--- src/hdl/assert_macros.svh ---
// ----------------------------------------------------------------------------
// Assertion macros
// Shared concurrent assertion wrappers, empty when synthesizing.
// ----------------------------------------------------------------------------
`ifndef ASSERT_MACROS_SVH
`define ASSERT_MACROS_SVH

`ifndef SYNTHESIS

// Property must hold at every clock edge outside reset.
`define ASSERT_ALWAYS(label, clk, rst_n, prop) \
    label: assert property (@(posedge clk) disable iff (!rst_n) (prop)) \
        else $error("assertion failed: property does not hold");

// If the antecedent holds, the consequent must hold in the next cycle.
`define ASSERT_NEXT(label, clk, rst_n, ante, cons) \
    label: assert property (@(posedge clk) disable iff (!rst_n) (ante) |=> (cons)) \
        else $error("assertion failed: next-cycle implication violated");

`else

`define ASSERT_ALWAYS(label, clk, rst_n, prop)

`define ASSERT_NEXT(label, clk, rst_n, ante, cons)

`endif

`endif

--- src/hdl/laq_pkg.sv ---
// ----------------------------------------------------------------------------
// laq_pkg
// Types and constants shared by the linear array queue modules.
// ----------------------------------------------------------------------------
`timescale 1ns / 1ps

package laq_pkg;

    localparam int DEPTH_DEF       = 1024;
    localparam int ENTRY_WIDTH_DEF = 32;

    // Stream payload widths.
    localparam int IN_DATA_W  = 32;
    localparam int IN_USER_W  = 2;
    localparam int OUT_DATA_W = 80;
    localparam int VALUE_W    = 32;
    localparam int COUNT_W    = 11;

    // Operation codes carried in the input tuser.
    localparam logic [IN_USER_W-1:0] OP_PUSH   = 2'd0;
    localparam logic [IN_USER_W-1:0] OP_POP    = 2'd1;
    localparam logic [IN_USER_W-1:0] OP_STATUS = 2'd2;

    typedef enum logic [1:0] {
        ST_DONE  = 2'd0,
        ST_FULL  = 2'd1,
        ST_EMPTY = 2'd2
    } status_e_t;

    typedef enum logic [1:0] {
        S_IDLE,
        S_READ,
        S_LOAD
    } state_t;

    // Commands from the controller to the datapath.
    typedef struct packed {
        logic capture;
        logic read;
        logic load;
    } cmd_t;

    // Status from the datapath to the controller.
    typedef struct packed {
        logic out_valid;
    } stat_t;

endpackage

--- src/hdl/laq_ctrl.sv ---
// ----------------------------------------------------------------------------
// laq_ctrl
// Sequencer: takes one transfer, waits for the front read, loads the result.
// ----------------------------------------------------------------------------
`timescale 1ns / 1ps

module laq_ctrl (
    input  logic           clk,
    input  logic           rst_n,
    input  logic           s_tvalid,
    output logic           s_tready,
    input  logic           m_tready,
    input  laq_pkg::stat_t stat,
    output laq_pkg::cmd_t  cmd
);
    import laq_pkg::*;

    state_t state_reg;
    state_t state_next;

    always_ff @(posedge clk or negedge rst_n)
    begin
        if (!rst_n)
        begin
            state_reg <= S_IDLE;
        end
        else
        begin
            state_reg <= state_next;
        end
    end

    always_comb
    begin
        state_next  = state_reg;
        cmd.capture = 1'b0;
        cmd.read    = 1'b0;
        cmd.load    = 1'b0;
        s_tready    = 1'b0;
        case (state_reg)
            S_IDLE:
            begin
                s_tready = 1'b1;
                if (s_tvalid)
                begin
                    cmd.capture = 1'b1;
                    state_next  = S_READ;
                end
            end
            S_READ:
            begin
                cmd.read   = 1'b1;
                state_next = S_LOAD;
            end
            S_LOAD:
            begin
                // The output register frees up when its transfer completes.
                if (!stat.out_valid || m_tready)
                begin
                    cmd.load   = 1'b1;
                    state_next = S_IDLE;
                end
            end
            default:
            begin
                state_next = S_IDLE;
            end
        endcase
    end

endmodule

--- config.mk ---
export PLATFORM = sky130hd
export DESIGN_NAME = laq_ctrl
export DESIGN_NICKNAME = d
export VERILOG_FILES = /design/src/hdl/assert_macros.svh /design/src/hdl/laq_pkg.sv /design/src/hdl/laq_ctrl.sv
export SDC_FILE = /design/constraint.sdc
export NUM_CORES = 1
export LEC_CHECK = 0
export BUFFER_PORTS_ARGS = -buffer_cell sky130_fd_sc_hd__buf_2
export CORE_AREA = 4 4 41 43
export DETAILED_ROUTE_END_ITERATION = 12
export DIE_AREA = 0 0 45 47
export HOLD_SLACK_MARGIN = 0.05
export PLACE_DENSITY = 0.3
export SYNTH_ARGS = -nofsm -noshare
export SYNTH_HDL_FRONTEND = slang
export SYNTH_SLANG_ARGS = --single-unit
export TNS_END_PERCENT = 10
--- constraint.sdc ---
create_clock -name clk -period 0.8 [get_ports clk]
set_input_delay 0.04 -clock clk [delete_from_list [all_inputs] [get_ports clk]]
set_output_delay 0.04 -clock clk [all_outputs]
set_load 0.005 [all_outputs]
Yosys cells after proc, flatten, opt, wreduce, memory -nomap -nowiden
Cells that the tools add are included.
{ "totals": {"output_inout_bits": 4, "n_memories": 0, "regBits": 2, "romBits": 0, "latch_bits": 0, "wordCells": 18, "ram_bits": 0} }
{ "classes": {"n_reduce_logical": 4, "magnitude_cmp": 0, "shift": 0, "muxes": 9, "div": 0, "n_bitwise": 0, "n_eq_ne": 4, "addsub": 0, "n_mul": 0} }
{ "ops": {"columns": ["operator", "count"], "rows": [
  ["$mux W1", 6],
  ["$pmux W2 S3", 1],
  ["$mux W2", 2],
  ["$ne A2 B2 Y1 const B", 2],
  ["$eq A2 B1 Y1 const B", 1],
  ["$eq A2 B2 Y1 const B", 1],
  ["$logic_not A2 Y1", 1],
  ["$reduce_and A2 Y1", 1],
  ["$logic_not A1 Y1", 1],
  ["$logic_or A1 B1 Y1", 1]
]} }

Logic depth before layout (Yosys ltp)
Gate-level depths: netlist (run 1).
{ "logic_depth": {"word_depth": 4, "ltp_mapped": 2, "ltp_nobuf": 2} }

Worst setup path before layout (run 1)
No wires, ideal clock.
{ "synth_path": {"path_type": "register to register", "from": "reg state_reg[0]", "to": "reg state_reg[1]", "period_less_slack_ps": 785, "arrival_ps": 661, "n_path_buf": 0, "setup_slack_ps": 15, "stages_incl_launch_ff": 3, "cell_sequence": "dfrtp_1 -> nor2b_2 -> o21bai_1"} }
{ "synth_via": {"elab_chain_len": 3} }
{ "synth_lines": {"columns": ["item", "line", "source"], "rows": [
  ["start, declared", "laq_ctrl.sv:18", "state_t state_reg;"],
  ["start signal, assigned", "laq_ctrl.sv:29", "state_reg <= state_next;"],
  ["$eq A2 B2 Y1 or $logic_not A2 Y1 (tied branches)", "laq_ctrl.sv:40", "case (state_reg)"],
  ["$ne A2 B2 Y1 (no source line)", null, null],
  ["$reduce_and A2 Y1 (no source line)", null, null]
]} }
Several ways; a longest one is shown, not always the timed one.
A chain may end at the register's enable or synchronous reset.

==> impl_metrics.env, run 1 <==
export IMPL_tns_setup_ns=-0.698
export IMPL_antenna_found_initial=0
export IMPL_setup_repair_after_global_routing_missed_its_margin="yes"
export IMPL_clock_tree_from_tritoncts="built"
export IMPL_layout_cells_most_common_list="sky130_fd_sc_hd__buf_2 (8), sky130_fd_sc_hd__clkbuf_4 (3)"
export IMPL_die_h_um=47
export IMPL_post_synth_mux_area_share_pct=0
export IMPL_gpl_congestion=0.564
export IMPL_timing_final_max_slew_violations=0
export IMPL_dpl_cell_area_um2=163
export IMPL_ios=9
export IMPL_cellLeakagePower_nw=0.101
export IMPL_clk_transition_reported_paths_ns=0.03
export IMPL_number_of_buffers_added_for_setup_after_cts=0
export IMPL_drive_gt1_share_pct=56.5
export IMPL_ys_seq_elements=2
export IMPL_post_dr_wirelength_cell_um=7.34
export IMPL_tritoncts_num_sinks=2
export IMPL_ir_drop_mv=0.593
export IMPL_antenna_cells_inserted=0
export IMPL_critical_path_peak_fanout=3
export IMPL_worst_setup_path_start_kind="flop"
export IMPL_starting_density_of_the_core_pct=7.98
export IMPL_route_final_wire_length_um=279
export IMPL_initialDrtViolationCount=0
export IMPL_worst_skew_pair_late_latency_ns=0.22
export IMPL_critical_path_arrival_ns=0.99
export IMPL_dominant_combinational_cell_family_by_area_after_synthesis="simple AND/OR/NAND/NOR gates"
export IMPL_synth_compound_gate_area_share_pct=7.23
export IMPL_dieArea_um2=2120
export IMPL_grt_ovfl_total=0
export IMPL_synth_warnings=0
export IMPL_remaining_drc_errors=0
export IMPL_largest_register_ffs=2
export IMPL_max_cap_check_violation_count=0
export IMPL_area_taken_by_flip_flops_and_latches_um2=50.0
export IMPL_relSlewSlack_pct=91.4
export IMPL_fin_nets=30
export IMPL_first_pass_grt_wire_length_um=462
export IMPL_multi_input_area_um2=53.8
export IMPL_failing_checks="setup timing"
export IMPL_worstSetupPathType="reg2out"
export IMPL_fill_cells=157
export IMPL_crit_path_end_kind="primary output"
export IMPL_core_um2=1300
export IMPL_grt_total_usage_pct=3.63
export IMPL_synth_cell_type_count=7
export IMPL_post_synth_fa_ha_maj_area_fraction_pct=0
export IMPL_hold_path_class="in2async"
export IMPL_worst_endpoint_required_ns=0.76
export IMPL_final_min_clock_period_ns=1.03
export IMPL_detail_route_antenna_nets=0
export IMPL_tritoncts_num_buffers=3
export IMPL_fmax_mhz=974
export IMPL_drt_pre_antenna_iters=1
export IMPL_hold_violations=0
export IMPL_netlist_area_um2=104
export IMPL_clock_path_buffers=2
export IMPL_postSynthAreaPerCell_um2=10.4
export IMPL_std_cell_rows=13
export IMPL_viasPerCell=2.92
export IMPL_vias=111
export IMPL_cts_root_buf="sky130_fd_sc_hd__clkbuf_4"
export IMPL_area_growth_syn_to_layout_pct=97.6
export IMPL_yosysSeqAreaShare_pct=48.2
export IMPL_grt_start_max_net_pins=4
export IMPL_yosys_area_share_simple_pct=44.6
export IMPL_final_common_cell="sky130_fd_sc_hd__buf_2"
export IMPL_pwr_density_cell_nw_per_um2=2490
export IMPL_setup_violations_final=5
export IMPL_vias_in_the_first_global_route=123
export IMPL_finalInstanceArea_um2=205
export IMPL_synthesis_nets=15
export IMPL_synthesis_instances=10
export IMPL_htree_levels=1
export IMPL_finClkSkew_ns=0.00105
export IMPL_worstMarginPinSlew_ns=0.129
export IMPL_synth_xor_xnor_area_share_pct=0
export IMPL_fin_crit_sh_pct=128
export IMPL_placement_io_buffers=8
export IMPL_post_cts_resized=0
export IMPL_chipWidth_um=45
export IMPL_worst_slack_ns=-0.227
export IMPL_status="finished, violations left"
==> synthesized netlist by cell type <==
| cell type | count | area [um2] |
|---|---|---|
| sky130_fd_sc_hd__and2_1 | 2 | 12.5 |
| sky130_fd_sc_hd__dfrtp_1 | 2 | 50.1 |
| sky130_fd_sc_hd__nand2b_1 | 2 | 12.5 |
| sky130_fd_sc_hd__nor2_2 | 1 | 6.26 |
| sky130_fd_sc_hd__nor2b_1 | 1 | 6.26 |
| sky130_fd_sc_hd__nor2b_2 | 1 | 8.76 |
| sky130_fd_sc_hd__o21bai_1 | 1 | 7.51 |
==> critical path, stage by stage (launching register included) <==
cell and delay, ns:
sky130_fd_sc_hd__dfrtp_1 0.38, sky130_fd_sc_hd__nand2b_1 0.16, sky130_fd_sc_hd__nor2b_1 0.10, sky130_fd_sc_hd__buf_2 0.12
==> metrics by stage <==
| stage | std cells | power (mW) | hold slack (ns) | utilization [%] | setup WS (ns) |
|---|---|---|---|---|---|
| 6_report | 38 | 0.511 | 0.124 | 15.8 | -0.227 |
| 5_1_grt | 38 | 0.557 | 0.134 | 15.8 | -0.312 |
| 3_3_place_gp | 33 | 0.286 | -0.174 | 12.5 | -0.00623 |
| 2_1_floorplan | 10 | 0.218 | -0.256 | - | 0.0148 |
| 3_5_place_dp | 33 | 0.288 | -0.172 | 12.5 | -0.0133 |
| 4_1_cts | 38 | 0.535 | 0.115 | 15.8 | -0.259 |
==> report_power, final <==
part           total [mW]  internal (mW)  switching, mW  leakage, nW
registers           0.146          0.125         0.0205       0.0257
logic               0.143         0.0836         0.0599       0.0614
clock network       0.221          0.165         0.0561       0.0138
==> kinds of logic (layout without fill, tap and decap cells) <==
family / count (synthesis) / count (layout)
AND/OR/NAND/NOR: 7 / 7
flip-flops: 2 / 2
AO/OA/AOI/OAI: 1 / 1
buffers and inverters: 0 / 13
==> what timing repair did <==
item / 4_1_cts / 5_1_grt
setup endpoints to repair: 5 / 5
hold endpoints to repair: 3 / 0
pin swaps: 1 / 0
hold buffers: 2 / 0
==> per-layer routing <==
layer / wire (um) / up-vias / GRT usage (%) / part of all wire [%]
met1: 98 / 46 / 3.18 / 35
met3: 50 / 0 / 1.92 / 18
met2: 130 / 8 / 4.24 / 47
li1: - / 57 / - / -
met5: 0 / - / 0 / 0
met4: 0 / 0 / 7.02 / 0
==> final timing paths <==
check / start / to / slack [ns] / cells past startpoint
min: rst_n / state_reg[0] / 0.12 / 2
min reg2reg: state_reg[0] / state_reg[1] / 0.60 / 2
max in group asynchronous: rst_n / state_reg[1] / 0.58 / 2
max reg2reg: state_reg[0] / state_reg[1] / -0.02 / 2
max: state_reg[0] / cmd[0] / -0.23 / 3
min in group clk: stat / state_reg[1] / 0.12 / 3
==> final cells by class <==
type,count,area share [%]
Tap cell,15,9.15
Multi-Input combinational cell,8,26.2
Timing Repair Buffer,10,29.3
Sequential cell,2,24.4
Clock buffer,3,11.0
No activity file was read; power rests on OpenSTA's default activity.
==> run 2: changes to the inputs <==
Settings changed: ABC_AREA from default to 1.
==> run 2 against run 1 <==
  * Cell count rose by 16%
  * Combinational power rose by 49%
  * Sequential share of layout area fell by 2.6 points
  * Highest routed layer is now met4
  * Critical path type unchanged
  * The flow still finishes with violations (setup timing)
  * Count of clock-buffer cells in the layout did not move
  * Via count rose by 26%
  * Register-to-register slack improved by 0.03 ns
  * Flip-flop and latch count did not move
==> impl_metrics.env, run 2 <==
export IMPL_initialDrtViolationCount=2
export IMPL_vias=140
export IMPL_crit_path_end_kind="primary output"
export IMPL_dp_cells=38
export IMPL_crit_reg2reg_capture="state_reg[0]"
export IMPL_worst_hold_stages=2
export IMPL_timing_reg2reg_setup_slack_ns=0.01
export IMPL_cell_types_occupying_the_most_area_after_synthesis="sky130_fd_sc_hd__dfrtp_1 (45%), sky130_fd_sc_hd__nor3b_1 (13%), sky130_fd_sc_hd__nor2_2 (11%)"
export IMPL_hold_path_class="in2reg"
export IMPL_synthesis_nets=20
export IMPL_worst_skew_pair_late_latency_ns=0.22
export IMPL_critical_path_arrival_ns=0.98
export IMPL_dp_final_hpwl_um=228
export IMPL_final_min_clock_period_ns=1.02
export IMPL_tns_setup_ns=-0.783
export IMPL_relSlewSlack_pct=88.4
export IMPL_setup_repair_after_global_routing_missed_its_margin="yes"
export IMPL_netlist_area_um2=111
export IMPL_pwr_density_cell_nw_per_um2=2510
export IMPL_clock_tree_from_tritoncts="built"
export IMPL_antenna_found_initial=0
export IMPL_synth_top_cell_by_area="sky130_fd_sc_hd__dfrtp_1"
export IMPL_setup_violations_final=4
export IMPL_critical_path_buf_inv_count=1
export IMPL_cellLeakagePower_nw=0.129
export IMPL_route_final_wire_length_um=319
export IMPL_fmax_mhz=982
export IMPL_grt_start_max_net_pins=5
export IMPL_grt_ovfl_total=0
export IMPL_yosysSeqAreaShare_pct=44.9
export IMPL_finClkSkew_ns=0.00273
export IMPL_max_cap_check_violation_count=0
export IMPL_die_h_um=47
export IMPL_grt_total_usage_pct=4.42
export IMPL_gr_usage_met3_pct=1.92
export IMPL_worstHoldEndpoint="state_reg[0]"
export IMPL_yosysTopAreaCellShare_pct=44.9
export IMPL_remaining_drc_errors=0
export IMPL_htree_levels=1
export IMPL_dieArea_um2=2120
export IMPL_synth_cell_type_count=7
export IMPL_layout_cells_most_common_list="sky130_fd_sc_hd__buf_2 (8), sky130_fd_sc_hd__nand2_1 (3), sky130_fd_sc_hd__clkbuf_4 (3)"
export IMPL_gpl_congestion=0.639
export IMPL_worst_endpoint_required_ns=0.76
export IMPL_worstSetupPathType="reg2out"
export IMPL_largest_register_ffs=2
export IMPL_failing_checks="setup timing"
export IMPL_placement_io_buffers=8
export IMPL_synthArstFlopShare_pct=100
export IMPL_hold_violations=0
export IMPL_vias_in_the_first_global_route=160
export IMPL_drive_gt1_share_pct=69.0
export IMPL_worst_path_max_delay_cell="sky130_fd_sc_hd__dfrtp_2"
export IMPL_first_pass_grt_wire_length_um=579
export IMPL_ys_seq_elements=2
export IMPL_tritoncts_num_buffers=3
export IMPL_timing_rr_start="state_reg[1]"
export IMPL_ios=9
export IMPL_viasPerCell=3.18
export IMPL_finalInstanceArea_um2=235
export IMPL_worstHoldStart="s_tvalid"
export IMPL_synthesis_instances=15
export IMPL_worstMarginPinSlew_ns=0.173
export IMPL_global_route_usage_met2_pct=5.93
export IMPL_timing_final_max_slew_violations=0
export IMPL_synth_edf_count=0
export IMPL_drt_pre_antenna_iters=3
export IMPL_synth_warnings=0
export IMPL_critPathTopFamily="flip-flops"
export IMPL_clock_path_buffers=2
export IMPL_netlist_top_cells_count="sky130_fd_sc_hd__inv_1 (3), sky130_fd_sc_hd__nand2_1 (3)"
export IMPL_core_um2=1300
export IMPL_critical_path_peak_fanout=4
export IMPL_postSynthAreaPerCell_um2=7.42
export IMPL_std_cell_rows=13
export IMPL_detail_route_antenna_nets=0
export IMPL_critical_path_max_stage_delay_ns=0.43
export IMPL_final_common_cell="sky130_fd_sc_hd__buf_2"
export IMPL_fin_crit_sh_pct=127
export IMPL_fin_nets=36
export IMPL_synthFlopType="sky130_fd_sc_hd__dfrtp_1"
export IMPL_globalRoute_busiestLayer="met4"
export IMPL_worst_slack_ns=-0.218
export IMPL_antenna_cells_inserted=0
export IMPL_post_dr_wirelength_cell_um=7.25
export IMPL_cts_root_buf="sky130_fd_sc_hd__clkbuf_4"
export IMPL_hold_worst_slack_ns=0.0926
export IMPL_worst_setup_path_start_kind="flop"
export IMPL_stdcell_count=44
export IMPL_clk_transition_reported_paths_ns=0.03
export IMPL_path_cells="nor3b_1 > buf_2"
export IMPL_starting_density_of_the_core_pct=8.56
export IMPL_ir_drop_mv=0.652
export IMPL_reg2reg_depth=2
export IMPL_dpl_cell_area_um2=170
export IMPL_tritoncts_num_sinks=2
export IMPL_status="finished, violations left"
export IMPL_area_growth_syn_to_layout_pct=111
export IMPL_chipWidth_um=45
export IMPL_gr_usage_met1_pct=3.41
-- run 2: cell types whose count changed after synthesis --
cell and delta:
sky130_fd_sc_hd__nor2b_1 -1, sky130_fd_sc_hd__nor3b_1 +2, sky130_fd_sc_hd__nand2_1 +3, sky130_fd_sc_hd__inv_2 +1, sky130_fd_sc_hd__o21bai_1 -1, sky130_fd_sc_hd__nor2_1 +2
sky130_fd_sc_hd__nor2_2 +1, sky130_fd_sc_hd__and2_1 -2, sky130_fd_sc_hd__inv_1 +3, sky130_fd_sc_hd__nand2b_1 -2, sky130_fd_sc_hd__nor2b_2 -1
-- run 2: area by class of cell --
| cell class | instances | area (um2) |
|---|---|---|
| Multi-Input combinational cell | 9 | 58.8 |
| Tap cell | 15 | 18.8 |
| Sequential cell | 2 | 51.3 |
| Inverter | 4 | 15.0 |
| Fill cell | 151 | 1070 |
| Clock buffer | 3 | 22.5 |
| Timing Repair Buffer | 11 | 68.8 |
-- run 2: worst max path at each step --
stage / endpoint / slack [ns] / from / cells past startpoint
after floorplan: state_reg[1] / 0.11 / state_reg[1] / 4
after global placement: cmd[0] / -0.007 / state_reg[0] / 4
after detailed placement: cmd[0] / -0.02 / state_reg[0] / 4
after CTS: cmd[0] / -0.24 / state_reg[0] / 4
after global routing: cmd[2] / -0.27 / state_reg[0] / 2
final: cmd[2] / -0.22 / state_reg[0] / 2
-- run 2: kinds of logic (layout without fill, tap and decap cells) --
group,Yosys count,count (layout),share of synthesized area [%]
buffers and inverters,4,18,13.5
and+or+nand+nor,9,9,41.6
DFF,2,2,44.9
-- run 2: through the flow --
| stage | utilization, % | total power, mW | setup WS [ns] |
|---|---|---|---|
| after floorplan | - | 0.226 | 0.108 |
| after global placement | 13.1 | 0.297 | -0.00736 |
| after detailed placement | 13.1 | 0.295 | -0.0196 |
| after CTS | 17.1 | 0.570 | -0.238 |
| after global routing | 18.1 | 0.642 | -0.271 |
| final | 18.1 | 0.591 | -0.218 |
-- run 2: timing repair --
item | CTS | global route
endpoints found under the setup margin | 4 | 5
pin swaps | 0 | 1
hold buffers | 1 | 0
endpoints found under the hold margin | 2 | 0
buffers inserted | 2 | 0
resized for setup | 1 | 5
-- run 2: routing by layer --
layer  vias up  wire length [um]
li1         72                 -
met1        57               129
met2         9               130
met3         2                51
met4         0                 7
met5         -                 0
-- run 2: power by group --
part / leakage, nW / internal, mW / switching (mW)
combinational: 0.0909 / 0.119 / 0.0950
clock: 0.0138 / 0.165 / 0.0539
sequential: 0.0244 / 0.127 / 0.0309
